[src/hw/rtl/sls_pkg.sv]
package sls_pkg;

  localparam int MAX_TAPS = 6;
  localparam int DEPTH    = 2 * MAX_TAPS - 1;
  localparam int SAMPLE_W = 32;
  localparam int WEIGHT_W = 16;
  localparam int TAP_W    = 3;
  localparam int SEEN_W   = 3;
  localparam int IDX_W    = $clog2(DEPTH);
  localparam int ADDR_W   = 5;
  localparam int PROD_W   = SAMPLE_W + WEIGHT_W;

  localparam logic [SEEN_W-1:0] SEEN_MAX = 3'd7;
  localparam logic [TAP_W-1:0] TAP_RESET = 3'd3;
  localparam logic [MAX_TAPS-1:0][WEIGHT_W-1:0] WEIGHT_RESET =
    {16'd0, 16'd0, 16'd0, 16'd6, 16'd25, 16'd41};

  typedef logic [SAMPLE_W-1:0] sample_t;

  typedef enum logic [2:0] {
    REG_TAP_COUNT = 3'd0,
    REG_WEIGHT_0  = 3'd1,
    REG_WEIGHT_1  = 3'd2,
    REG_WEIGHT_2  = 3'd3,
    REG_WEIGHT_3  = 3'd4,
    REG_WEIGHT_4  = 3'd5,
    REG_WEIGHT_5  = 3'd6
  } reg_idx_t;

  typedef struct packed {
    logic [TAP_W-1:0]                   tap_count;
    logic [MAX_TAPS-1:0][WEIGHT_W-1:0]  weights;
  } cfg_t;

  // one result on its way down the cell chain
  typedef struct packed {
    logic                               valid;
    logic                               last_res;
    sample_t                            acc;
    logic [MAX_TAPS-1:0][SAMPLE_W-1:0]  pairs;
  } job_t;

endpackage

[src/hw/rtl/sls_regs.sv]
module sls_regs (
  input  logic                      clk,
  input  logic                      rst,
  input  logic                      psel,
  input  logic                      penable,
  input  logic                      pwrite,
  input  logic [sls_pkg::ADDR_W-1:0] paddr,
  input  logic [31:0]               pwdata,
  output logic [31:0]               prdata,
  output logic                      pready,
  output sls_pkg::cfg_t             cfg
);
  import sls_pkg::*;

  reg_idx_t idx;
  logic     wr;

  assign idx    = reg_idx_t'(paddr[ADDR_W-1:2]);
  assign wr     = psel & penable & pwrite;
  assign pready = 1'b1;

  always_ff @(posedge clk) begin
    if (rst) begin
      cfg.tap_count <= TAP_RESET;
      cfg.weights   <= WEIGHT_RESET;
    end else if (wr) begin
      case (idx)
        REG_TAP_COUNT: cfg.tap_count  <= pwdata[TAP_W-1:0];
        REG_WEIGHT_0:  cfg.weights[0] <= pwdata[WEIGHT_W-1:0];
        REG_WEIGHT_1:  cfg.weights[1] <= pwdata[WEIGHT_W-1:0];
        REG_WEIGHT_2:  cfg.weights[2] <= pwdata[WEIGHT_W-1:0];
        REG_WEIGHT_3:  cfg.weights[3] <= pwdata[WEIGHT_W-1:0];
        REG_WEIGHT_4:  cfg.weights[4] <= pwdata[WEIGHT_W-1:0];
        REG_WEIGHT_5:  cfg.weights[5] <= pwdata[WEIGHT_W-1:0];
        default: ;
      endcase
    end
  end

  always_comb begin
    case (idx)
      REG_TAP_COUNT: prdata = {{(32-TAP_W){1'b0}}, cfg.tap_count};
      REG_WEIGHT_0:  prdata = {{(32-WEIGHT_W){1'b0}}, cfg.weights[0]};
      REG_WEIGHT_1:  prdata = {{(32-WEIGHT_W){1'b0}}, cfg.weights[1]};
      REG_WEIGHT_2:  prdata = {{(32-WEIGHT_W){1'b0}}, cfg.weights[2]};
      REG_WEIGHT_3:  prdata = {{(32-WEIGHT_W){1'b0}}, cfg.weights[3]};
      REG_WEIGHT_4:  prdata = {{(32-WEIGHT_W){1'b0}}, cfg.weights[4]};
      REG_WEIGHT_5:  prdata = {{(32-WEIGHT_W){1'b0}}, cfg.weights[5]};
      default:       prdata = '0;
    endcase
  end

endmodule

[config.mk]
export PLATFORM = sky130hd
export DESIGN_NAME = sls_regs
export DESIGN_NICKNAME = d
export VERILOG_FILES = /design/src/hw/rtl/sls_pkg.sv /design/src/hw/rtl/sls_regs.sv
export SDC_FILE = /design/constraint.sdc
export NUM_CORES = 1
export LEC_CHECK = 0
export ABC_AREA = 1
export BUFFER_PORTS_ARGS = -buffer_cell sky130_fd_sc_hd__buf_4
export CAP_MARGIN = 20
export CELL_PAD_IN_SITES_DETAIL_PLACEMENT = 2
export CELL_PAD_IN_SITES_GLOBAL_PLACEMENT = 2
export CORE_UTILIZATION = 27
export DETAILED_ROUTE_END_ITERATION = 10
export PLACE_DENSITY_LB_ADDON = 0.05
export SLEW_MARGIN = 20
export SYNTH_ARGS = -nofsm -noshare
export SYNTH_HDL_FRONTEND = slang
export SYNTH_SLANG_ARGS = --single-unit
export TNS_END_PERCENT = 5
[constraint.sdc]
create_clock -name clk -period 3.5 [get_ports clk]
set_input_delay 0.7 -clock clk [delete_from_list [all_inputs] [get_ports clk]]
set_output_delay 0.7 -clock clk [all_outputs]
set_load 0.05 [all_outputs]
==> reports/metrics.csv <==
metric,value,unit
run status,"finished, violations left",
failing checks,DRC,
initial antenna violation count,0,
initial DRC count,225,
Pins Over Slew Limit,0,
clock root buffer,clkbuf_16,
Max-Cap Viols,0,
Comb power frac,14.3,%
Detail Placement HPWL,15400,um
input/output buffers,138,
fin crit period,2.88,ns
final routed DRC violation total,8,
Max VDD drop,0.219,mV
Die Ht,139,um
CP max FO,27,
crit path capture type,primary output,
Sw Share,29.5,%
"antenna viol nets, final",0,
Clock Skew,0,ns
slew margin rel.,49.9,%
Max clock buf depth,2,
Placed Area,6160,um^2
CTS sink count,99,
vias per std cell,4.91,
most flop-heavy register,cfg,
Hold Buf Count CTS,0,
worst endpoint required time,2.80,ns
Synth top area share,39.3,%
Routed WL per cell,18.7,um
largest net degree at the start of global routing,58,
Setup CP Type,input pin to primary output,
Resized cells post-CTS,0,
Final Util,35.6,%
"count leader, synth",nand2_1,
dominant synthesized flop cell,dfxtp_1,
Seq pwr share,44.6,%
crit share post-route,82.2,%
first-pass GRT wire length,33500,um
register area share after synthesis,39.3,%
initial core utilization,27.8,%
DR pass1 iterations,7,
Area contributors post-synth,"dfxtp_1, nand2_1, nor2_1, nand3_1, nand4_1",
H-tree level count,3,
Ys Warns,0,
setup fix buffers added after clock tree synthesis,0,
Post-synth EDFFs,0,
pwr dens,401,nW/um^2
"CTS clk-pin slew, worst paths",0.07,ns
RSZ-0062 raised after global routing,false,
worst min-delay path category,flop to flop,
Area Growth Syn to Fin,28.1,%
Fin. Hold Viols,0,
fmax,347,MHz
TritonCTS clock tree,yes,
io pins,174,
Placeable Area,18100,um^2
syn avg cell area,6.28,um^2
fin area,6460,um^2
clock share of power,41.1,%
Syn Inst Count,803,
Tot GR Track Use,22.7,%
crit path DAT,2.18,ns
register bit total from synthesis,99,
total number of vias,5642,
worst skew pair latency,0.35,ns
Regs by FF count,cfg x99,
synth unique cells,18,
CTS Buf Count,9,
Final TNS setup,0,ns
ANT cells,0,
max reg flops,99,
worst-margin pin slew,0.750,ns
final setup fails,0,
share of layout cells above drive strength 1,20.1,%
Site Rows,49,
asr flop ratio synth,0,%
die area,19200,um^2
Layout Nets,956,
Int Pwr,1.82,mW
GR Overflow Total,0,
RePlAce Congestion,0.780,
synthesized area,5050,um^2
final wirelength,21500,um
vias in the first global route,5923,
"top cells by count, synth","nand2_1, nor2_1, dfxtp_1",
P_sw,0.765,mW
CP Launch Type,input pin,
Die X,139,um
Leak Pwr,3.16,nW
Synth area leader,dfxtp_1,
cell usage in the layout (no fill, tap or decap):
cell type and instances:
nor2_1 202, nand2_2 1, clkbuf_1 2, clkinv_4 1, inv_2 3, nor2_2 5, nand4_1 36, nand3_1 75
clkbuf_8 2, nor2_4 6, clkbuf_16 9, nand2_1 269, bufinv_16 1, conb_1 17, nand3_2 2, nand3_4 1
inv_1 34, buf_4 151, dfxtp_1 99, clkinvlp_4 1, buf_12 2
worst paths after layout:
kind | start | endpoint | slack, ns | depth (start not counted)
setup / recovery | paddr[3] | prdata[10] | 0.62 | 9
hold / removal | cfg[0] | cfg[0] | 0.50 | 2
setup reg to reg | cfg[68] | cfg[68] | 2.82 | 2
hold reg to reg | cfg[0] | cfg[0] | 0.50 | 2
logic make-up (layout without fill, tap and decap cells):
group / count (synthesis) / in the layout / synth area share (%)
and+or+nand+nor: 597 / 597 / 49.7
other: 2 / 17 / 0.149
buffers and inverters: 105 / 206 / 10.9
DFF: 99 / 99 / 39.3
worst max-delay path, cell delays in order:
cell	delay (ns)
buf_4	0.29
nand2_1	0.14
nor2_4	0.37
buf_12	0.21
nand2_1	0.06
nand2_1	0.06
inv_1	0.04
nand2_1	0.07
buf_4	0.20
layer usage:
metal	track usage (%)	wire length (um)	part of all wire (%)	vias up
met1	27.0	9080	42	2783
met4	11.1	743	3.5	0
li1	-	-	-	2682
met3	3.21	957	4.5	29
met2	40.3	10700	50	148
met5	0	0	0	-
power groups by stage:
stage / registers (mW) / clock network (mW) / logic, mW
final: 1.15 / 1.06 / 0.371
after global routing: 1.16 / 1.14 / 0.398
after CTS: 1.15 / 1.09 / 0.375
after detailed placement: 1.18 / 0 / 0.373
after global placement: 1.18 / 0 / 0.365
after floorplan: 1.23 / 0 / 0.218
cell type report:
cell class	count	area (um^2)
fill	2238	11700
multi-input combinational	614	2570
sequential	99	1980
timing repair buffer	153	1170
tap	229	287
clock buffer	13	260
inverter	37	139
clock inverter	3	46.3
through the flow:
step	total power [mW]	cells	hold WS [ns]	setup WS (ns)
global route	2.69	1148	0.527	0.485
finish	2.59	1148	0.499	0.621
floorplan	1.44	818	0.696	0.921
CTS	2.62	1148	0.506	0.611
detailed placement	1.55	1132	0.495	0.626
global placement	1.54	1132	0.476	0.650
(Power assumes the default switching activity.)
