`config.mk`:
```
export PLATFORM = sky130hd
export DESIGN_NAME = sls_out
export DESIGN_NICKNAME = d
export VERILOG_FILES = /design/src/hw/rtl/sls_pkg.sv /design/src/hw/rtl/sls_out.sv
export SDC_FILE = /design/constraint.sdc
export NUM_CORES = 1
export LEC_CHECK = 0
export BUFFER_PORTS_ARGS = -buffer_cell sky130_fd_sc_hd__buf_2
export CORE_AREA = 5 5 100 102
export CTS_CLUSTER_SIZE = 30
export DETAILED_ROUTE_END_ITERATION = 8
export DIE_AREA = 0 0 105 107
export PLACE_DENSITY = 0.66
export SYNTH_ARGS = -nofsm -noshare
export SYNTH_HDL_FRONTEND = slang
export SYNTH_SLANG_ARGS = --single-unit
```
`constraint.sdc`:
```
create_clock -name clk -period 3.75 [get_ports clk]
set_input_delay 0.75 -clock clk [delete_from_list [all_inputs] [get_ports clk]]
set_output_delay 0.75 -clock clk [all_outputs]
set_load 0.1 [all_outputs]
```
`src/hw/rtl/sls_pkg.sv`:
```
package sls_pkg;

  localparam int MAX_TAPS = 6;
  localparam int DEPTH    = 2 * MAX_TAPS - 1;
  localparam int SAMPLE_W = 32;
  localparam int WEIGHT_W = 16;
  localparam int TAP_W    = 3;
  localparam int SEEN_W   = 3;
  localparam int IDX_W    = $clog2(DEPTH);
  localparam int ADDR_W   = 5;
  localparam int PROD_W   = SAMPLE_W + WEIGHT_W;

  localparam logic [SEEN_W-1:0] SEEN_MAX = 3'd7;
  localparam logic [TAP_W-1:0] TAP_RESET = 3'd3;
  localparam logic [MAX_TAPS-1:0][WEIGHT_W-1:0] WEIGHT_RESET =
    {16'd0, 16'd0, 16'd0, 16'd6, 16'd25, 16'd41};

  typedef logic [SAMPLE_W-1:0] sample_t;

  typedef enum logic [2:0] {
    REG_TAP_COUNT = 3'd0,
    REG_WEIGHT_0  = 3'd1,
    REG_WEIGHT_1  = 3'd2,
    REG_WEIGHT_2  = 3'd3,
    REG_WEIGHT_3  = 3'd4,
    REG_WEIGHT_4  = 3'd5,
    REG_WEIGHT_5  = 3'd6
  } reg_idx_t;

  typedef struct packed {
    logic [TAP_W-1:0]                   tap_count;
    logic [MAX_TAPS-1:0][WEIGHT_W-1:0]  weights;
  } cfg_t;

  // one result on its way down the cell chain
  typedef struct packed {
    logic                               valid;
    logic                               last_res;
    sample_t                            acc;
    logic [MAX_TAPS-1:0][SAMPLE_W-1:0]  pairs;
  } job_t;

endpackage

```
`src/hw/rtl/sls_out.sv`:
```
module sls_out (
  input  logic                       clk,
  input  logic                       rst,
  output logic                       adv,
  input  sls_pkg::job_t              job_in,
  output logic                       out_valid,
  input  logic                       out_ready,
  output logic [sls_pkg::SAMPLE_W-1:0] out_data,
  output logic                       out_last
);
  import sls_pkg::*;

  logic    skid_valid;
  sample_t skid_data;
  logic    skid_last;
  logic    push, pop;

  // chain moves whenever the skid slot is free
  assign adv  = ~skid_valid;
  assign push = adv & job_in.valid;
  assign pop  = out_valid & out_ready;

  always_ff @(posedge clk) begin
    if (rst) begin
      out_valid  <= 1'b0;
      skid_valid <= 1'b0;
    end else if (skid_valid) begin
      if (pop) begin
        skid_valid <= 1'b0;
      end
    end else if (push) begin
      if (out_valid && !pop) begin
        skid_valid <= 1'b1;
      end else begin
        out_valid <= 1'b1;
      end
    end else if (pop) begin
      out_valid <= 1'b0;
    end
  end

  always_ff @(posedge clk) begin
    if (skid_valid) begin
      if (pop) begin
        out_data <= skid_data;
        out_last <= skid_last;
      end
    end else if (push) begin
      if (out_valid && !pop) begin
        skid_data <= job_in.acc;
        skid_last <= job_in.last_res;
      end else begin
        out_data <= job_in.acc;
        out_last <= job_in.last_res;
      end
    end
  end

endmodule

```
==> run summary, run 1 <==
Power Total -> 1.87 mW
Post-Syn Instances -> 116
Final Setup Violations -> 0
post-CTS setup repair buffer count -> 0
CTS tree -> done
WP buf/inv -> 2
DRT Pass-1 Iters -> 4
Clock Tree Root -> clkbuf_8
crit-path cells -> buf_4 -> mux2i_1 -> a21oi_4 -> buf_4
Crit. End Element -> flop
Post-Syn Area per Cell -> 22.1 um2
final WL -> 5160 um
Layout area overhead -> 26.3%
CTS Buffer Depth -> 2
Die Ht -> 107 um
FF+latch area -> 2020 um2
Max Fclk -> 448 MHz
Vias/cell -> 4.21
clock skew -> 0.00880 ns
NetSw -> 0.598 mW
Clk pwr share -> 0.313
relative slew slack -> 0.564
Clock Pin Slew Worst Setup and Hold Paths -> 0.07 ns
CP Launch Type -> flop
Comb power frac -> 0.205
largest net degree at the start of global routing -> 38
largest area contributor in the netlist -> edfxtp_1
CTS HTree Levels -> 3
Num CTS Buffers -> 9
worst-margin pin slew -> 0.653 ns
Cell Area, Synth -> 2560 um2
internal power -> 1.27 mW
WP data required -> 3.77 ns
power per cell area -> 576 nW/um2
Detailed Place HPWL -> 3550 um
area of the multi-input gates -> 500 um2
Pleak -> 1.23 nW
Synth area leaders -> edfxtp_1, mux2_4, mux2_2
Yosys reg bits -> 68
# fillers -> 870
Cell variety after synth -> 15
pre-CTS setup slack -> 1.32 ns
first-pass GRT wire length -> 7930 um
die area -> 11200 um2
All-Layer GR Usage -> 0.0958
grt total ovfl -> 0
crit path kind -> reg -> reg
setup TNS -> 0 ns
Final Util -> 0.359
asr flop ratio synth -> 0
Syn. warnings -> 0
Fin Hold WS -> 0.545 ns
sequential share of the synthesized area -> 0.788
I/O Buffers -> 71
Yosys top cell area share -> 0.773
CTS resizes -> 0
Post-synth EDFFs -> 66
crit-path leading delay family -> buffers and inverters
antenna violations before repair -> 0
top cells by count, synth -> edfxtp_1, mux2_2, mux2_4, inv_1
initial core utilization -> 0.284
CP dominant cell by count -> buf_4
GR Util met3 -> 0.0716
number of routed nets with antenna violations -> 0
max incr delay on CP -> 0.53 ns
Peak VDD IR -> 0.000277 V
CP max stage cell -> a21oi_4
final setup margin -> 1.52 ns
Routed wire per std cell -> 16.5 um
Final Max Slew Viols -> 0
main flop type after synthesis -> edfxtp_1
CP Max Fanout -> 37
worst hold path type -> reg -> reg
final net count -> 426
met2 usage -> 0.122
DRC -> 0
final worst path period need -> 2.23 ns
layout cell share with drive strength beyond 1 -> 0.617
worst skew pair latency -> 0.33 ns
GP Congestion -> 0.702
Rows -> 35
Core ar. -> 9020 um2
final hold vios -> 0
period utilisation layout -> 0.595
Seq pwr share -> 0.482
RSZ-0062 raised after global routing -> false
vias in the first global route -> 1447
Post-Syn Nets -> 345
grt met1 use -> 0.118
switching share of total power -> 0.320
count leader, synth -> edfxtp_1
MaxCap Viol Count -> 0
die width -> 105 um
Clock Sinks -> 68
run status -> finished clean
antenna diode count -> 0
initial drt markers -> 71
GRT Max-Usage Layer -> met2
num ports -> 264
hold_buf cts -> 0
vias -> 1313
Worst Path Arrival -> 2.25 ns
cell families (layout without fill, tap and decap cells):
group                  after synthesis  after routing  share of synthesized area
DFF                                 68             68                      0.788
muxes                               34             34                      0.172
buffers and inverters                7             92                     0.0210
AOI/OAI and AO/OA                    4              4                     0.0102
and+or+nand+nor                      3              3                    0.00830
placed cells by master, fill, tap and decap left out:
cell,synthesis,routed
a211oi_1,1,1
a21oi_1,2,1
a21oi_4,0,1
and4_1,1,1
buf_2,1,71
buf_4,0,3
bufinv_16,0,1
clkbuf_8,0,9
clkinv_2,0,2
clkinv_4,0,1
clkinvlp_4,0,1
dfxtp_1,2,1
dfxtp_2,0,1
edfxtp_1,66,66
inv_1,3,3
inv_6,0,1
mux2_2,17,17
mux2_4,16,16
mux2i_1,1,1
nand2b_1,1,1
nor2b_1,1,1
o32ai_1,1,1
through the flow:
step	cells	cell area, um2
2_1_floorplan	116	2560
3_3_place_gp	297	3050
3_5_place_dp	297	3050
4_1_cts	312	3240
5_1_grt	312	3240
6_report	312	3240
path summary, 6_finish.rpt:
| check | slack [ns] | cells past startpoint | startpoint | end |
|---|---|---|---|---|
| hold / removal | 0.55 | 1 | skid_data[26]$_DFFE_PP_ | out_data[26]$_DFFE_PP_ |
| setup / recovery | 1.52 | 4 | skid_valid$_SDFF_PP0_ | out_data[22]$_DFFE_PP_ |
| setup reg to reg | 1.52 | 4 | skid_valid$_SDFF_PP0_ | out_data[22]$_DFFE_PP_ |
| hold reg to reg | 0.55 | 1 | skid_data[26]$_DFFE_PP_ | out_data[26]$_DFFE_PP_ |
power groups by stage:
stage               Combinational (mW)  Clock (mW)  Sequential (mW)
floorplan                       0.0755           0             1.15
global placement                 0.384           0            0.916
detailed placement               0.386           0            0.917
CTS                              0.387       0.606            0.900
global route                     0.397       0.646            0.904
finish                           0.382       0.584            0.900
cell type report:
type                       instances  area share
tap                              111      0.0429
sequential                        68       0.624
clock inverter                     6      0.0201
multi-input combinational         41       0.154
inverter                           3     0.00347
clock buffer                       9      0.0382
timing repair buffer              74       0.117
registers in the layout (all words and copies together) (netlist names):
signal      cells
out_last        1
skid_valid      1
skid_last       1
out_valid       1
out_data       32
skid_data      32
per-layer routing:
metal | part of all wire | routed length [um]
met5 | 0 | 0
met3 | 0.13 | 650
met2 | 0.41 | 2110
met1 | 0.45 | 2300
met4 | 0.020 | 102
No activity file was read; power rests on OpenSTA's default activity.
==> run 2, diff against run 1 <==
- clock period: 3.75 -> 2.3 ns (I/O delays scaled with it)
==> run 2 against run 1 <==
  * Via count grew 0.46%
  * Critical path depth shrank 2
  * First-iteration DRC count shrank 54%
  * Flip-flop and latch count is the same
  * Combinational power grew 61%
  * Routed wire length grew 2.5%
  * Non-clock buffer count grew 1
  * Cell area grew 0.66%
  * Sequential share of layout area shrank 0.37 points
  * Largest cell class unchanged
  * Worst setup slack lost 0.98 ns
  * Cell count grew 0.64%
  * Clock skew is essentially flat
==> run summary, run 2 (synthesis gave the netlist of run 1 again) <==
final WL -> 5290 um
Crit. End Element -> output pin
Rows -> 35
R2R depth -> 2
setup TNS -> 0 ns
CTS tree -> done
DRC -> 0
Detailed Place HPWL -> 3690 um
Num CTS Buffers -> 9
# fillers -> 872
CP Launch Type -> flop
Final Setup Violations -> 0
Final Util -> 0.362
die width -> 105 um
run status -> finished clean
die area -> 11200 um2
CTS HTree Levels -> 3
RSZ-0062 raised after global routing -> false
MaxCap Viol Count -> 0
CTS resizes -> 0
Core ar. -> 9020 um2
DRT Pass-1 Iters -> 4
worst hold path type -> in -> reg
worst skew pair latency -> 0.35 ns
initial drt markers -> 33
antenna violations before repair -> 0
relative slew slack -> 0.662
final net count -> 427
num ports -> 264
vias in the first global route -> 1398
power per cell area -> 945 nW/um2
WP data required -> 1.84 ns
Max Fclk -> 567 MHz
Routed wire per std cell -> 16.8 um
antenna diode count -> 0
Clock Sinks -> 68
All-Layer GR Usage -> 0.0976
Power Total -> 3.08 mW
Vias/cell -> 4.20
most frequent cells in the layout -> buf_2, edfxtp_1, mux2_2, mux2_4, clkbuf_8
number of routed nets with antenna violations -> 0
CTS Buffer Depth -> 2
Pleak -> 1.23 nW
layout cell share with drive strength beyond 1 -> 0.626
Clock Tree Root -> clkbuf_8
largest net degree at the start of global routing -> 34
GP Congestion -> 0.635
Worst Path Arrival -> 1.30 ns
hold-critical path depth -> 1
Peak VDD IR -> 0.000521 V
Clock Pin Slew Worst Setup and Hold Paths -> 0.08 ns
grt total ovfl -> 0
most common cell after layout, fill and taps aside -> buf_2
Layout area overhead -> 27.2%
final hold vios -> 0
first-pass GRT wire length -> 8110 um
I/O Buffers -> 71
clock skew -> 0.00839 ns
hold_buf cts -> 0
CP Max Fanout -> 15
Final Max Slew Viols -> 0
period utilisation layout -> 0.767
initial core utilization -> 0.284
final worst path period need -> 1.76 ns
Die Ht -> 107 um
Largest regs -> out_data (32), skid_data (32)
crit path kind -> reg -> out
vias -> 1319
worst-margin pin slew -> 0.510 ns
post-CTS setup repair buffer count -> 0
-- run 2: final cells by class --
| class | count | area, um2 | share of cell area |
|---|---|---|---|
| flip-flops and latches | 68 | 2020 | 0.621 |
| multi-input cells | 41 | 503 | 0.154 |
| repair buffers | 75 | 385 | 0.118 |
| well taps | 111 | 139 | 0.0426 |
| clock buffers | 9 | 124 | 0.0380 |
| clock inverters | 7 | 75.1 | 0.0230 |
| inverters | 3 | 11.3 | 0.00345 |
-- run 2: layer usage --
metal / wire, um / GRT usage
met5: 0 / 0
met1: 2540 / 0.136
met3: 555 / 0.0584
met4: 77 / 0.0466
met2: 2120 / 0.116
-- run 2: worst paths after layout --
check,from,to,slack [ns]
worst max-delay path,skid_valid$_SDFF_PP0_,adv,0.54
worst max register to register,skid_valid$_SDFF_PP0_,out_data[7]$_DFFE_PP_,0.81
worst min register to register,out_valid$_SDFFE_PP0P_,skid_valid$_SDFF_PP0_,0.54
worst min-delay path,job_in[205],skid_data[13]$_DFFE_PP_,0.30
-- run 2: stage by stage --
step           cells  hold WS, ns  setup WS, ns  cell area, um2
3_3_place_gp     298        0.508         0.649            3060
5_1_grt          314        0.272         0.442            3260
3_5_place_dp     298        0.533         0.623            3060
2_1_floorplan    116        0.523         0.169            2580
6_report         314        0.296         0.535            3260
4_1_cts          314        0.281         0.497            3260
-- run 2: power by group --
part           leakage, nW  switching, mW  internal, mW
Sequential           0.635         0.0269          1.45
Combinational        0.503          0.489         0.126
Clock               0.0939          0.486         0.506
Total                 1.23           1.00          2.08
-- run 2: worst max-delay path, stage by stage, from the launching register on --
cell     delay, ns
dfxtp_2       0.43
inv_1         0.11
buf_2         0.43
==> run 3, diff against run 2 <==
- clock period: 2.3 -> 1.8 ns (I/O delays scaled with it)
==> run 3 against run 2 <==
  * Critical path depth unchanged
  * Global-route usage increased by 0.18 points
  * Critical path type unchanged
  * Total power increased by 36%
  * Critical endpoint unchanged
  * Largest power group unchanged
==> run summary, run 3 (synthesis gave the netlist of run 1 again) <==
Layout area overhead -> 30.1%
initial drt markers -> 58
setup TNS -> 0 ns
power per cell area -> 1250 nW/um2
die width -> 105 um
first-pass GRT wire length -> 8150 um
CTS resizes -> 0
die area -> 11200 um2
I/O Buffers -> 71
worst skew pair latency -> 0.33 ns
Final Util -> 0.370
DRC -> 0
Num CTS Buffers -> 9
Worst Path Arrival -> 1.19 ns
crit path kind -> reg -> out
Detailed Place HPWL -> 3840 um
CP Launch Type -> flop
number of routed nets with antenna violations -> 0
Routed wire per std cell -> 17.0 um
post-CTS setup repair buffer count -> 0
most common cell after layout, fill and taps aside -> buf_2
antenna diode count -> 0
Largest regs -> out_data (32), skid_data (32)
Pleak -> 1.26 nW
CP Max Fanout -> 5
final net count -> 429
vias -> 1352
WP data required -> 1.44 ns
initial core utilization -> 0.284
crit-path leading delay family -> buffers and inverters
run status -> finished clean
MaxCap Viol Count -> 0
Clock Pin Slew Worst Setup and Hold Paths -> 0.08 ns
largest net degree at the start of global routing -> 26
Clock Sinks -> 68
antenna violations before repair -> 0
Crit. End Element -> output pin
clock skew -> 0.0105 ns
Clock Tree Root -> clkbuf_8
period utilisation layout -> 0.862
worst-margin pin slew -> 0.512 ns
RSZ-0062 raised after global routing -> false
max incr delay on CP -> 0.41 ns
All-Layer GR Usage -> 0.0994
Peak VDD IR -> 0.000556 V
final WL -> 5380 um
Die Ht -> 107 um
Final Max Slew Viols -> 0
crit-path cells -> clkinvlp_4 -> buf_2
DRT Pass-1 Iters -> 3
Rows -> 35
WP buf/inv -> 2
worst hold path type -> in -> reg
GP Congestion -> 0.700
CTS tree -> done
layout cell share with drive strength beyond 1 -> 0.634
vias in the first global route -> 1448
final hold vios -> 0
Vias/cell -> 4.28
num ports -> 264
most frequent cells in the layout -> buf_2, edfxtp_1, mux2_2, mux2_4, clkbuf_8
relative slew slack -> 0.661
CTS Buffer Depth -> 2
CTS HTree Levels -> 3
Core ar. -> 9020 um2
Max Fclk -> 644 MHz
hold_buf cts -> 0
CP max stage cell -> buf_2
Final Setup Violations -> 0
final worst path period need -> 1.55 ns
grt total ovfl -> 0
-- run 3: per-stage QoR --
| step | worst slack [ns] | total power [mW] | hold slack [ns] | cells | area [um2] |
|---|---|---|---|---|---|
| after floorplan | 0.0149 | 2.56 | 0.438 | 116 | 2590 |
| after global placement | 0.405 | 2.72 | 0.480 | 300 | 3100 |
| after detailed placement | 0.378 | 2.73 | 0.493 | 300 | 3100 |
| after CTS | 0.224 | 4.24 | 0.189 | 316 | 3340 |
| after global routing | 0.195 | 4.33 | 0.192 | 316 | 3340 |
| final | 0.248 | 4.18 | 0.212 | 316 | 3340 |
-- run 3: routing by layer --
layer | wire length [um] | GRT usage
met1 | 2620 | 0.138
met5 | 0 | 0
met4 | 91 | 0.0438
met2 | 2110 | 0.121
met3 | 567 | 0.0590
-- run 3: layout make-up --
cell class                      count  area (um2)
Timing Repair Buffer               77         413
Inverter                            3        15.0
Clock inverter                      6         113
Fill cell                         863        5680
Sequential cell                    68        2030
Clock buffer                       10         128
Multi-Input combinational cell     41         503
Tap cell                          111         139
-- run 3: worst paths after layout --
kind	start	endpoint	slack (ns)	depth (start not counted)
setup / recovery	skid_valid$_SDFF_PP0_	adv	0.25	2
hold / removal	job_in[195]	skid_data[3]$_DFFE_PP_	0.21	1
setup reg to reg	skid_valid$_SDFF_PP0_	out_data[7]$_DFFE_PP_	0.52	3
hold reg to reg	out_valid$_SDFFE_PP0P_	skid_valid$_SDFF_PP0_	0.50	1
-- run 3: where the power goes --
part           leakage [nW]  switching [mW]  internal [mW]
sequential            0.636          0.0304           1.85
clock                 0.109           0.581          0.921
combinational         0.515           0.634          0.167
