==> src/hw/rtl/sls_pkg.sv <==
package sls_pkg;

  localparam int MAX_TAPS = 6;
  localparam int DEPTH    = 2 * MAX_TAPS - 1;
  localparam int SAMPLE_W = 32;
  localparam int WEIGHT_W = 16;
  localparam int TAP_W    = 3;
  localparam int SEEN_W   = 3;
  localparam int IDX_W    = $clog2(DEPTH);
  localparam int ADDR_W   = 5;
  localparam int PROD_W   = SAMPLE_W + WEIGHT_W;

  localparam logic [SEEN_W-1:0] SEEN_MAX = 3'd7;
  localparam logic [TAP_W-1:0] TAP_RESET = 3'd3;
  localparam logic [MAX_TAPS-1:0][WEIGHT_W-1:0] WEIGHT_RESET =
    {16'd0, 16'd0, 16'd0, 16'd6, 16'd25, 16'd41};

  typedef logic [SAMPLE_W-1:0] sample_t;

  typedef enum logic [2:0] {
    REG_TAP_COUNT = 3'd0,
    REG_WEIGHT_0  = 3'd1,
    REG_WEIGHT_1  = 3'd2,
    REG_WEIGHT_2  = 3'd3,
    REG_WEIGHT_3  = 3'd4,
    REG_WEIGHT_4  = 3'd5,
    REG_WEIGHT_5  = 3'd6
  } reg_idx_t;

  typedef struct packed {
    logic [TAP_W-1:0]                   tap_count;
    logic [MAX_TAPS-1:0][WEIGHT_W-1:0]  weights;
  } cfg_t;

  // one result on its way down the cell chain
  typedef struct packed {
    logic                               valid;
    logic                               last_res;
    sample_t                            acc;
    logic [MAX_TAPS-1:0][SAMPLE_W-1:0]  pairs;
  } job_t;

endpackage

==> src/hw/rtl/sls_cell.sv <==
module sls_cell (
  input  logic                        clk,
  input  logic                        rst,
  input  logic                        adv,
  input  logic [sls_pkg::WEIGHT_W-1:0] weight,
  input  sls_pkg::job_t               job_in,
  output sls_pkg::job_t               job_out
);
  import sls_pkg::*;

  logic [PROD_W-1:0] prod;

  // each cell takes the lowest pair and hands the rest on
  assign prod = PROD_W'(job_in.pairs[0]) * PROD_W'(weight);

  always_ff @(posedge clk) begin
    if (rst) begin
      job_out.valid <= 1'b0;
    end else if (adv) begin
      job_out.valid <= job_in.valid;
    end
    if (adv) begin
      job_out.last_res <= job_in.last_res;
      job_out.acc      <= job_in.acc + prod[SAMPLE_W-1:0];
      job_out.pairs    <= job_in.pairs >> SAMPLE_W;
    end
  end

endmodule

==> config.mk <==
export PLATFORM = sky130hd
export DESIGN_NAME = sls_cell
export DESIGN_NICKNAME = d
export VERILOG_FILES = /design/src/hw/rtl/sls_pkg.sv /design/src/hw/rtl/sls_cell.sv
export SDC_FILE = /design/constraint.sdc
export NUM_CORES = 1
export LEC_CHECK = 0
export BUFFER_PORTS_ARGS = -buffer_cell sky130_fd_sc_hd__buf_2
export CORE_ASPECT_RATIO = 1.4
export CORE_MARGIN = 10
export CORE_UTILIZATION = 45
export CTS_BUF_LIST = sky130_fd_sc_hd__clkbuf_4 sky130_fd_sc_hd__clkbuf_8
export DETAILED_ROUTE_END_ITERATION = 8
export PLACE_DENSITY = 0.69
export SETUP_SLACK_MARGIN = 0.5
export SYNTH_ARGS = -nofsm -noshare
export SYNTH_HDL_FRONTEND = slang
export SYNTH_SLANG_ARGS = --single-unit
==> constraint.sdc <==
create_clock -name clk -period 13.6 [get_ports clk]
set_input_delay 1.36 -clock clk [delete_from_list [all_inputs] [get_ports clk]]
set_output_delay 1.36 -clock clk [all_outputs]
set_load 0.02 [all_outputs]
==> impl_metrics.yaml, run 1 <==
outcome:
  outcome: "complete, no violations"
synth:
  yosysSeqAreaShare_pct: 31.5
  synth.ff_latch_count: 194
  syn-mean-instance-area_um2: 10.9
  post_synth_instance_area_mm2: 0.0185
  synth_flop_cell: "sky130_fd_sc_hd__edfxtp_1"
  cell_variety_after_synth: 49
  postSynthCellCount: 1691
  yosysWarningCount: 0
  synth-edff-count: 193
  async_reset_ff_share_pct: 0
pwr:
  leakage_uw: 0.0106
  peakVddDrop_v: 0.000509
  total_power_consumption_of_the_routed_design_uw: 6850
  power-per-cell-area_mw_per_mm2: 319
timing:
  finalCriticalPeriod_ns: 7.42
  max_freq_mhz: 135
  rsz_0062_raised_after_global_routing: "false"
  worst_clock_skew_ns: 0
  max-slew-margin-rel_pct: 37.9
  timing.final.setup_violations: 0
  finalHoldWorstSlack_ns: 0.528
  timing.setup.tns_ns: 0
  tightestPinTransition_ns: 0.931
  fin_crit_sh_pct: 54.6
  final_hold_viol_count: 0
  report.final.slew_viol_count: 0
routing:
  dr.first_iter.drc_count: 823
  dr_total_vias: 13200
  viasPerCell: 5.01
  drt_first_pass_iters: 6
  wire_per_inst_um: 22.7
  detail_route.wirelength_mm: 60.0
  post-route-drc-count: 0
  drt.antenna.violating_nets: 0
worst_setup_path:
  cp_data_arrival_time_ns: 7.67
  crit_slowest_cell: "sky130_fd_sc_hd__fa_1"
  criticalPathCategory: "in -> reg"
  critical_path.top_delay_family: "adder cells"
  cp_cell_sequence: "buf_2 -> nand2_1 -> fa_1 -> fa_1 -> inv_1 -> fa_1 -> fa_1 -> fa_1 -> inv_1 -> fa_1 -> inv_1 -> ha_1 -> and3_4 -> a221o_1 -> or3_1 -> a31o_1 -> o211a_1 -> o21ai_2 -> o2111ai_1 -> a21oi_1 -> xnor2_1"
  worst-path-max-fanout: 31
  cp_slowest_stage_delay_ns: 0.58
  critPathBufInv: 4
  rrSetupSlack_ns: 12.99
  timing.critical_path.from_type: "input pin"
  worstSetupEndpointType: "flip-flop"
  cp_common_cell: "sky130_fd_sc_hd__fa_1"
  crit_path_required_time_ns: 13.85
floorplan:
  die_span_y_um: 260
  io_pins: 471
  dieWidth_um: 191
  floorplan.core_area_mm2: 0.0405
  die_ar_mm2: 0.0497
  std_cell_rows: 87
  floorplan.initialDensity_pct: 45.6
clock_network:
  cts_hold_buf: 0
  cts.path.max_buffers: 2
  cts-root-buf: "sky130_fd_sc_hd__clkbuf_8"
  cts_tree: "done"
  post_cts_buffers: 0
  insertion_delay_ns: 0.50
  cts.reportedPaths.clkPinSlew_ns: 0.14
  cts_resized: 0
  clock_sink_count: 194
  cts.htree.levels: 4
  cts-buffers-inserted: 17
min_path:
  timing.hold.worst.class: "reg -> reg"
placed_design:
  finalWeightedCongestion: 0.979
  port_buffers: 438
  dp_hpwl_mm: 49.3
global_routing:
  grt_usage_pct: 24.3
  first_global_vias: 14800
  largest_net_degree_at_the_start_of_global_routing: 78
  global_route_wire_length_before_repair_mm: 88.9
  antenna_found_initial: 11
  grt_overflow: 0
final_layout:
  fin_nets: 2736
  post_layout_utilization_of_the_core_pct: 53.0
  max_ffs_per_register: 194
  reg_top3: "job_out (194)"
  post_route_cells_drive_above_1_share_pct: 22.8
  area.growth.synth_to_final_pct: 16.0
  regMostFlops: "job_out"
job:
  max_cap_violations: 0
## cells in the mapped netlist (3+ instances only)
master | count | area (um^2)
sky130_fd_sc_hd__nor2_1 | 16 | 60.1
sky130_fd_sc_hd__nor2b_1 | 3 | 18.8
sky130_fd_sc_hd__nand2_1 | 260 | 976
sky130_fd_sc_hd__inv_1 | 439 | 1650
sky130_fd_sc_hd__or3_1 | 4 | 25.0
sky130_fd_sc_hd__nand3_1 | 5 | 25.0
sky130_fd_sc_hd__ha_1 | 68 | 851
sky130_fd_sc_hd__edfxtp_1 | 193 | 5800
sky130_fd_sc_hd__nor3_1 | 6 | 30.0
sky130_fd_sc_hd__a311oi_1 | 3 | 26.3
sky130_fd_sc_hd__and2_1 | 140 | 876
sky130_fd_sc_hd__xor2_1 | 14 | 123
sky130_fd_sc_hd__o21bai_1 | 3 | 22.5
sky130_fd_sc_hd__a21oi_1 | 17 | 85.1
sky130_fd_sc_hd__buf_4 | 32 | 240
sky130_fd_sc_hd__clkbuf_1 | 61 | 229
sky130_fd_sc_hd__a21o_1 | 7 | 52.6
sky130_fd_sc_hd__nand4_1 | 4 | 25.0
sky130_fd_sc_hd__fa_1 | 334 | 6690
sky130_fd_sc_hd__xnor2_1 | 42 | 368
sky130_fd_sc_hd__o21ai_0 | 7 | 35.0
## placed cells by master, fill, tap and decap left out, types with 2 or more instances in the layout
master,instances
sky130_fd_sc_hd__a21boi_0,2
sky130_fd_sc_hd__a21o_1,7
sky130_fd_sc_hd__a21o_2,2
sky130_fd_sc_hd__a21oi_1,17
sky130_fd_sc_hd__a311oi_1,3
sky130_fd_sc_hd__and2_1,140
sky130_fd_sc_hd__buf_2,437
sky130_fd_sc_hd__buf_4,3
sky130_fd_sc_hd__clkbuf_8,18
sky130_fd_sc_hd__clkinv_4,2
sky130_fd_sc_hd__clkinv_8,5
sky130_fd_sc_hd__conb_1,32
sky130_fd_sc_hd__diode_2,3
sky130_fd_sc_hd__edfxtp_1,193
sky130_fd_sc_hd__fa_1,334
sky130_fd_sc_hd__ha_1,68
sky130_fd_sc_hd__inv_1,439
sky130_fd_sc_hd__inv_8,5
sky130_fd_sc_hd__nand2_1,260
sky130_fd_sc_hd__nand3_1,5
sky130_fd_sc_hd__nand4_1,4
sky130_fd_sc_hd__nor2_1,16
sky130_fd_sc_hd__nor2b_1,3
sky130_fd_sc_hd__nor3_1,6
sky130_fd_sc_hd__o2111ai_1,2
sky130_fd_sc_hd__o21a_1,2
sky130_fd_sc_hd__o21ai_0,7
sky130_fd_sc_hd__o21bai_1,3
sky130_fd_sc_hd__o31ai_1,2
sky130_fd_sc_hd__or3_1,4
sky130_fd_sc_hd__xnor2_1,42
sky130_fd_sc_hd__xor2_1,14
## where the power goes
part	leakage (uW)	total, uW	internal [uW]	switching (uW)
combinational	0.00845	5380	2290	3100
sequential	0.00190	1070	1030	34.5
clock	0.000211	397	143	254
total	0.0106	6850	3460	3380
## per-stage QoR
stage               instance area, um^2  cells  setup slack, ns
floorplan                         18600   1722             6.20
global placement                  21000   2604             5.78
detailed placement                21000   2604             5.61
CTS                               21400   2636             6.21
global route                      21400   2637             5.96
finish                            21500   2639             6.18
## logic make-up (layout without fill, tap and decap cells)
logic type               count (synthesis)  count (layout)  synth area share [%]
flip-flops                             194             194                  31.5
AND/OR/NAND/NOR                        442             442                  11.2
multiplexers                             1               1                0.0542
buffers and inverters                  532             912                  11.5
adder cells (fa/ha/maj)                402             402                  40.8
XOR/XNOR                                56              56                  2.65
other                                    1              35                0.0203
AO/OA/AOI/OAI                           63              63                  2.40
## metal layers
metal | up-vias | track usage (%) | routed length (um)
met2 | 669 | 43.5 | 31300
met5 | - | 0 | 27
li1 | 5714 | - | -
met1 | 6722 | 26.7 | 20700
met4 | 4 | 10.5 | 2520
met3 | 124 | 5.77 | 5430
## area by class of cell
cell class	instances	area (um^2)
Tap cell	534	668
Fill cell	3726	19000
Timing Repair Buffer	441	2220
Clock buffer	17	234
Antenna cell	3	7.51
Inverter	439	1650
Clock inverter	15	185
Multi-Input combinational cell	996	10700
Sequential cell	194	5820
## worst reg2reg max path: cells and delay by family, from the launching register on
kind	cells	cell delay (ns)
simple gates	1	0.05
mux	1	0.13
flops	1	0.34
## final timing paths
path                start  cells after the start            to
min reg2reg  job_out[225]                      2  job_out[225]
max             weight[1]                     21  job_out[223]
min          job_out[225]                      2  job_out[225]
max reg2reg  job_out[225]                      2  job_out[225]
No activity file was read; power rests on OpenSTA's default activity.
==> run 2, diff against run 1 <==
- ABC_AREA: unset -> 1
- PLACE_DENSITY: 0.69 -> 0.72
- clock period: 13.6 -> 6.7 ns (I/O delays scaled with it)
==> run 2 against run 1 <==
  * Synthesized cell count grew 20%
  * Die area grew 3.9%
  * Synthesized area grew 4.3%
  * Non-clock buffer count grew 9
  * Cell area grew 3.8%
  * Flip-flop and latch count is the same
  * Critical path depth shrank 2
  * Sequential share of layout area shrank 0.99 points
==> impl_metrics.yaml, run 2 <==
routing:
  drt.antenna.violating_nets: 0
  post-route-drc-count: 0
  drt_first_pass_iters: 5
  viasPerCell: 5.07
  dr.first_iter.drc_count: 1086
  detail_route.wirelength_mm: 69.6
  dr_total_vias: 15200
  wire_per_inst_um: 23.3
timing:
  fin_crit_sh_pct: 92.2
  finalHoldWorstSlack_ns: 0.330
  max-slew-margin-rel_pct: 34.8
  tightestPinTransition_ns: 0.977
  timing.final.setup_violations: 0
  finalCriticalPeriod_ns: 6.18
  rsz_0062_raised_after_global_routing: "false"
  max_freq_mhz: 162
  final_hold_viol_count: 0
  report.final.slew_viol_count: 0
  worst_clock_skew_ns: 0
min_path:
  timing.hold.worst.start: "rst"
  timing.hold.worst.class: "in -> reg"
clock_network:
  cts_tree: "done"
  cts.reportedPaths.clkPinSlew_ns: 0.10
  post_cts_buffers: 0
  cts.htree.levels: 4
  cts.path.max_buffers: 2
  cts-root-buf: "sky130_fd_sc_hd__clkbuf_8"
  insertion_delay_ns: 0.48
  cts-buffers-inserted: 17
  clock_sink_count: 194
global_routing:
  largest_net_degree_at_the_start_of_global_routing: 121
  grt_overflow: 0
  antenna_found_initial: 13
  first_global_vias: 16800
  grt_usage_pct: 26.9
  global_route_wire_length_before_repair_mm: 103
synth:
  async_reset_ff_share_pct: 0
  yosysSeqAreaShare_pct: 30.2
  yosysMostFrequentCell: "sky130_fd_sc_hd__inv_1"
  postSynthCellCount: 2037
  netlist_top_cells_area: "sky130_fd_sc_hd__fa_1 35%, sky130_fd_sc_hd__edfxtp_1 30%, sky130_fd_sc_hd__inv_1 12%"
  synth_flop_cell: "sky130_fd_sc_hd__edfxtp_1"
  cell_variety_after_synth: 40
  synth.cells.most_frequent: "625 x sky130_fd_sc_hd__inv_1, 529 x sky130_fd_sc_hd__nand2_1, 334 x sky130_fd_sc_hd__fa_1"
  portion_of_synthesized_cell_area_occupied_by_the_leading_cell_type_pct: 34.7
  synth.ff_latch_count: 194
  post_synth_instance_area_mm2: 0.0193
  yosysWarningCount: 0
  syn-mean-instance-area_um2: 9.47
  yosys.area_share.simple_pct: 12.6
  synth_top_family_by_area: "adder cells"
  synthMuxAreaShare_pct: 0.0519
  synth_compound_gate_area_share_pct: 1.84
  synth-edff-count: 193
  synth_fa_ha_area_share_pct: 39.1
  netlist.top_cell.by_area: "sky130_fd_sc_hd__fa_1"
  synth-xor-area-share_pct: 1.04
worst_setup_path:
  timing.critical_path.from_type: "input pin"
  criticalPathCategory: "in -> reg"
  crit_slowest_cell: "sky130_fd_sc_hd__fa_1"
  timing.rr.start: "job_out[225]"
  critical_path.top_delay_family: "adder cells"
  crit_path_required_time_ns: 7.00
  cp_common_cell: "sky130_fd_sc_hd__fa_1"
  cp_data_arrival_time_ns: 6.48
  cp_slowest_stage_delay_ns: 0.61
  worstSetupEndpointType: "flip-flop"
  worst-path-max-fanout: 16
  worst_setup_path_startpoint: "job_in[12]"
  critPathBufInv: 4
  cp_cell_sequence: "buf_2 -> nand2_1 -> fa_1 -> inv_1 -> fa_1 -> fa_1 -> fa_1 -> fa_1 -> inv_1 -> fa_1 -> inv_1 -> ha_1 -> nand2_1 -> nor3_2 -> nand4_1 -> nand3_2 -> nand3_1 -> nand2_1 -> xor2_1"
placed_design:
  dp_hpwl_mm: 57.6
  port_buffers: 438
  finalWeightedCongestion: 0.993
final_layout:
  fin_nets: 3069
  post_route_cells_drive_above_1_share_pct: 20.3
  reg_top3: "job_out (194)"
  regMostFlops: "job_out"
  max_ffs_per_register: 194
  mostFrequentLayoutCell: "sky130_fd_sc_hd__inv_1"
  multi_input_area_mm2: 0.0107
  final-seq-area_mm2: 0.00582
  filler_cell_count: 3931
  layout.cells.most_common_list: "625 x sky130_fd_sc_hd__inv_1, 529 x sky130_fd_sc_hd__nand2_1, 429 x sky130_fd_sc_hd__buf_2"
  area.growth.synth_to_final_pct: 15.5
floorplan:
  std_cell_rows: 89
  die_ar_mm2: 0.0516
  floorplan.initialDensity_pct: 45.6
  io_pins: 471
  floorplan.core_area_mm2: 0.0423
  dieWidth_um: 195
  die_span_y_um: 265
outcome:
  outcome: "complete, no violations"
job:
  max_cap_violations: 0
-- run 2: changes by cell type in the layout (fill, tap and decap cells not counted), moves of 5 or more --
cell and change:
sky130_fd_sc_hd__a21oi_1 +11, sky130_fd_sc_hd__and2_1 -140, sky130_fd_sc_hd__buf_2 -8, sky130_fd_sc_hd__buf_4 +8, sky130_fd_sc_hd__clkbuf_4 +8, sky130_fd_sc_hd__clkinvlp_4 +5, sky130_fd_sc_hd__diode_2 +6, sky130_fd_sc_hd__inv_1 +186
sky130_fd_sc_hd__nand2_1 +269, sky130_fd_sc_hd__nand3_1 +34, sky130_fd_sc_hd__nor2_1 +7, sky130_fd_sc_hd__o21ai_0 +6, sky130_fd_sc_hd__xnor2_1 -36
-- run 2: per-layer routing --
metal  vias up  wire [um]  track usage, %
met5         -         47               0
li1       6544          -               -
met3       205       8360            9.86
met2       887      34800            46.5
met4         8       3250            12.0
met1      7512      23100            28.9
-- run 2: through the flow --
stage	std cells	util, %	worst slack [ns]	setup TNS [ns]	instance area, um^2
global route	2983	52.6	0.510	0	22200
floorplan	2068	-	0.878	0	19400
detailed placement	2949	51.6	-0.0524	-0.0524	21800
global placement	2949	51.6	-0.0346	-0.0346	21800
finish	2990	52.6	0.524	0	22300
CTS	2981	52.5	0.527	0	22200
-- run 2: layout make-up --
| class | count | share of cell area [%] |
|---|---|---|
| diodes | 9 | 0.101 |
| flip-flops and latches | 194 | 26.1 |
| repair buffers | 450 | 10.5 |
| inverters | 627 | 10.6 |
| clock buffers | 18 | 1.08 |
| multi-input cells | 1132 | 47.9 |
| well taps | 546 | 3.07 |
| clock inverters | 14 | 0.669 |
-- run 2: worst paths after layout --
check / depth (start not counted) / end / slack (ns)
worst max-delay path: 19 / job_out[216] / 0.52
worst min-delay path: 2 / job_out[225] / 0.33
worst max register to register: 2 / job_out[225] / 6.10
worst min register to register: 2 / job_out[225] / 0.51
-- run 2: logic make-up (layout without fill, tap and decap cells) --
family                   count (synthesis)  in the layout
buffers and inverters                  742           1109
AND/OR/NAND/NOR                        612            612
adder cells (fa/ha/maj)                402            402
flip-flops                             194            194
AO/OA/AOI/OAI                           62             62
XOR/XNOR                                23             23
other                                    1             41
multiplexers                             1              1
-- run 2: what timing repair did --
item	CTS	global route
hold endpoints to repair	0	0
hold buffers	0	0
resized for setup	1	7
endpoints found under the setup margin	1	3
gates cloned	0	0
-- run 2: worst reg2reg max path: stages, from the launching register on --
cell and delay [ns]:
sky130_fd_sc_hd__dfxtp_1 0.32, sky130_fd_sc_hd__mux2i_1 0.13, sky130_fd_sc_hd__nor2_1 0.05
Power of run 2 is left out: the tool's default activity adds up to more than one toggle a clock period on the data nets, which glitch-free logic cannot reach.
==> run 3, diff against run 2 <==
- CELL_PAD_IN_SITES_DETAIL_PLACEMENT: unset -> 0
- CELL_PAD_IN_SITES_GLOBAL_PLACEMENT: unset -> 1
- CORE_UTILIZATION: 45 -> 38
- PLACE_DENSITY: 0.72 -> unset
- PLACE_DENSITY_LB_ADDON: unset -> 0.1
==> run 3 against run 2 <==
  * Count of clock-buffer cells in the layout down 1
  * Critical path type unchanged
  * Clock skew stayed put
  * Largest cell class unchanged
  * Sequential share of layout area fell by 0.29 points
==> impl_metrics.yaml, run 3 (same netlist as run 2, synthesis figures left out) <==
worst_setup_path:
  worstSetupEndpointType: "flip-flop"
  worst_r2r_path_depth: 2
  capturing_point_of_the_worst_reg2reg_path: "job_out[225]"
  cp_slowest_stage_delay_ns: 0.61
  critPathBufInv: 4
  criticalPathCategory: "in -> reg"
  worst-path-max-fanout: 23
  timing.rr.start: "job_out[225]"
  cp_cell_sequence: "buf_2 -> nand2_1 -> fa_1 -> inv_1 -> fa_1 -> fa_1 -> fa_1 -> fa_1 -> inv_1 -> fa_1 -> inv_1 -> ha_1 -> nand2_1 -> nor3_4 -> nand4_1 -> nand3_2 -> a21oi_1 -> xnor2_1"
  crit_slowest_cell: "sky130_fd_sc_hd__fa_1"
  cp_data_arrival_time_ns: 6.28
  rrSetupSlack_ns: 6.10
  cp_common_cell: "sky130_fd_sc_hd__fa_1"
  critical_path.top_delay_family: "adder cells"
  crit_path_required_time_ns: 6.96
  timing.critical_path.from_type: "input pin"
routing:
  viasPerCell: 4.65
  post-route-drc-count: 0
  dr.first_iter.drc_count: 738
  drt.antenna.violating_nets: 0
  drt_first_pass_iters: 5
  detail_route.wirelength_mm: 67.1
  dr_total_vias: 14400
  wire_per_inst_um: 21.7
placed_design:
  port_buffers: 438
  dp_hpwl_mm: 56.5
  place.detailed.instances: 3054
  finalWeightedCongestion: 0.878
  place_area_mm2: 0.0220
global_routing:
  grt_util_met1_pct: 22.6
  first_global_vias: 15900
  grt_usage_pct: 22.2
  gr-usage-met3_pct: 4.06
  antenna_found_initial: 18
  global_route.usage.met2_pct: 43.6
  grt.busiest_layer: "met2"
  grt_overflow: 0
  global_route_wire_length_before_repair_mm: 99.8
  largest_net_degree_at_the_start_of_global_routing: 131
min_path:
  whs_endpoint: "job_out[225]"
  timing.hold.worst.start: "rst"
  min_delay_path_depth: 2
  timing.hold.worst.class: "in -> reg"
clock_network:
  clock_sink_count: 194
  cts.htree.levels: 4
  insertion_delay_ns: 0.47
  cts_tree: "done"
  cts.reportedPaths.clkPinSlew_ns: 0.13
  cts-buffers-inserted: 17
  cts-root-buf: "sky130_fd_sc_hd__clkbuf_8"
  cts.path.max_buffers: 2
  post_cts_buffers: 0
timing:
  finalCriticalPeriod_ns: 6.03
  max_freq_mhz: 166
  final_hold_viol_count: 0
  worst_clock_skew_ns: 0
  max-slew-margin-rel_pct: 27.9
  fin_crit_sh_pct: 89.9
  tightestPinTransition_ns: 1.08
  rsz_0062_raised_after_global_routing: "false"
  finalHoldWorstSlack_ns: 0.330
  timing.final.setup_violations: 0
  report.final.slew_viol_count: 0
floorplan:
  die_ar_mm2: 0.0603
  die_span_y_um: 287
  floorplan.core_area_mm2: 0.0501
  dieWidth_um: 210
  io_pins: 471
  std_cell_rows: 97
  floorplan.initialDensity_pct: 38.5
final_layout:
  area.growth.synth_to_final_pct: 16.7
  post_route_cells_drive_above_1_share_pct: 20.6
  max_ffs_per_register: 194
  filler_cell_count: 5006
  mostFrequentLayoutCell: "sky130_fd_sc_hd__inv_1"
  postLayoutCellArea_mm2: 0.0225
  fin_nets: 3077
  reg_top3: "job_out (194)"
  instances_no_fill: 3090
  multi_input_area_mm2: 0.0107
  regMostFlops: "job_out"
  final-seq-area_mm2: 0.00582
  layout.cells.most_common_list: "625 x sky130_fd_sc_hd__inv_1, 529 x sky130_fd_sc_hd__nand2_1, 432 x sky130_fd_sc_hd__buf_2"
outcome:
  outcome: "complete, no violations"
job:
  max_cap_violations: 0
-- run 3: cell types whose count changed in the layout (fill, tap and decap cells not counted), sizes merged --
cell and delta:
diode -5, buf +12, clkinv +5, clkinvlp -5
bufinv -1, inv +2, clkbuf -5
-- run 3: stage by stage --
stage	worst slack (ns)	utilization (%)	TNS (ns)
after floorplan	0.878	-	0
after global placement	-0.0621	44.0	-0.116
after detailed placement	-0.0622	44.0	-0.0954
after CTS	0.556	44.9	0
after global routing	0.502	44.9	0
final	0.673	44.9	0
-- run 3: cell type report --
type | count | area share, %
Antenna cell | 4 | 0.0445
Clock inverter | 15 | 0.895
Inverter | 627 | 10.5
Clock buffer | 17 | 1.04
Multi-Input combinational cell | 1132 | 47.4
Sequential cell | 194 | 25.8
Timing Repair Buffer | 458 | 10.8
Tap cell | 643 | 3.57
-- run 3: worst max path at each step --
stage,from,endpoint,slack [ns],cells after the start
2_1_floorplan,weight[3],job_out[223],0.88,23
3_3_place_gp,weight[1],job_out[218],-0.06,21
3_5_place_dp,weight[7],job_out[218],-0.06,18
4_1_cts,weight[10],job_out[218],0.56,18
5_1_grt,weight[3],job_out[220],0.50,22
6_report,weight[10],job_out[218],0.67,18
-- run 3: metal layers --
metal | up-vias | routed length [um]
met3 | 100 | 3940
met4 | 14 | 2370
met5 | - | 95
met2 | 460 | 37400
li1 | 6553 | -
met1 | 7256 | 23300
-- run 3: repair_timing --
action / CTS / global route
gates resized for setup: 2 / 4
hold buffers: 0 / 0
endpoints found under the hold margin: 0 / 0
setup endpoints to repair: 2 / 3
Power of run 3 is left out for the same reason.
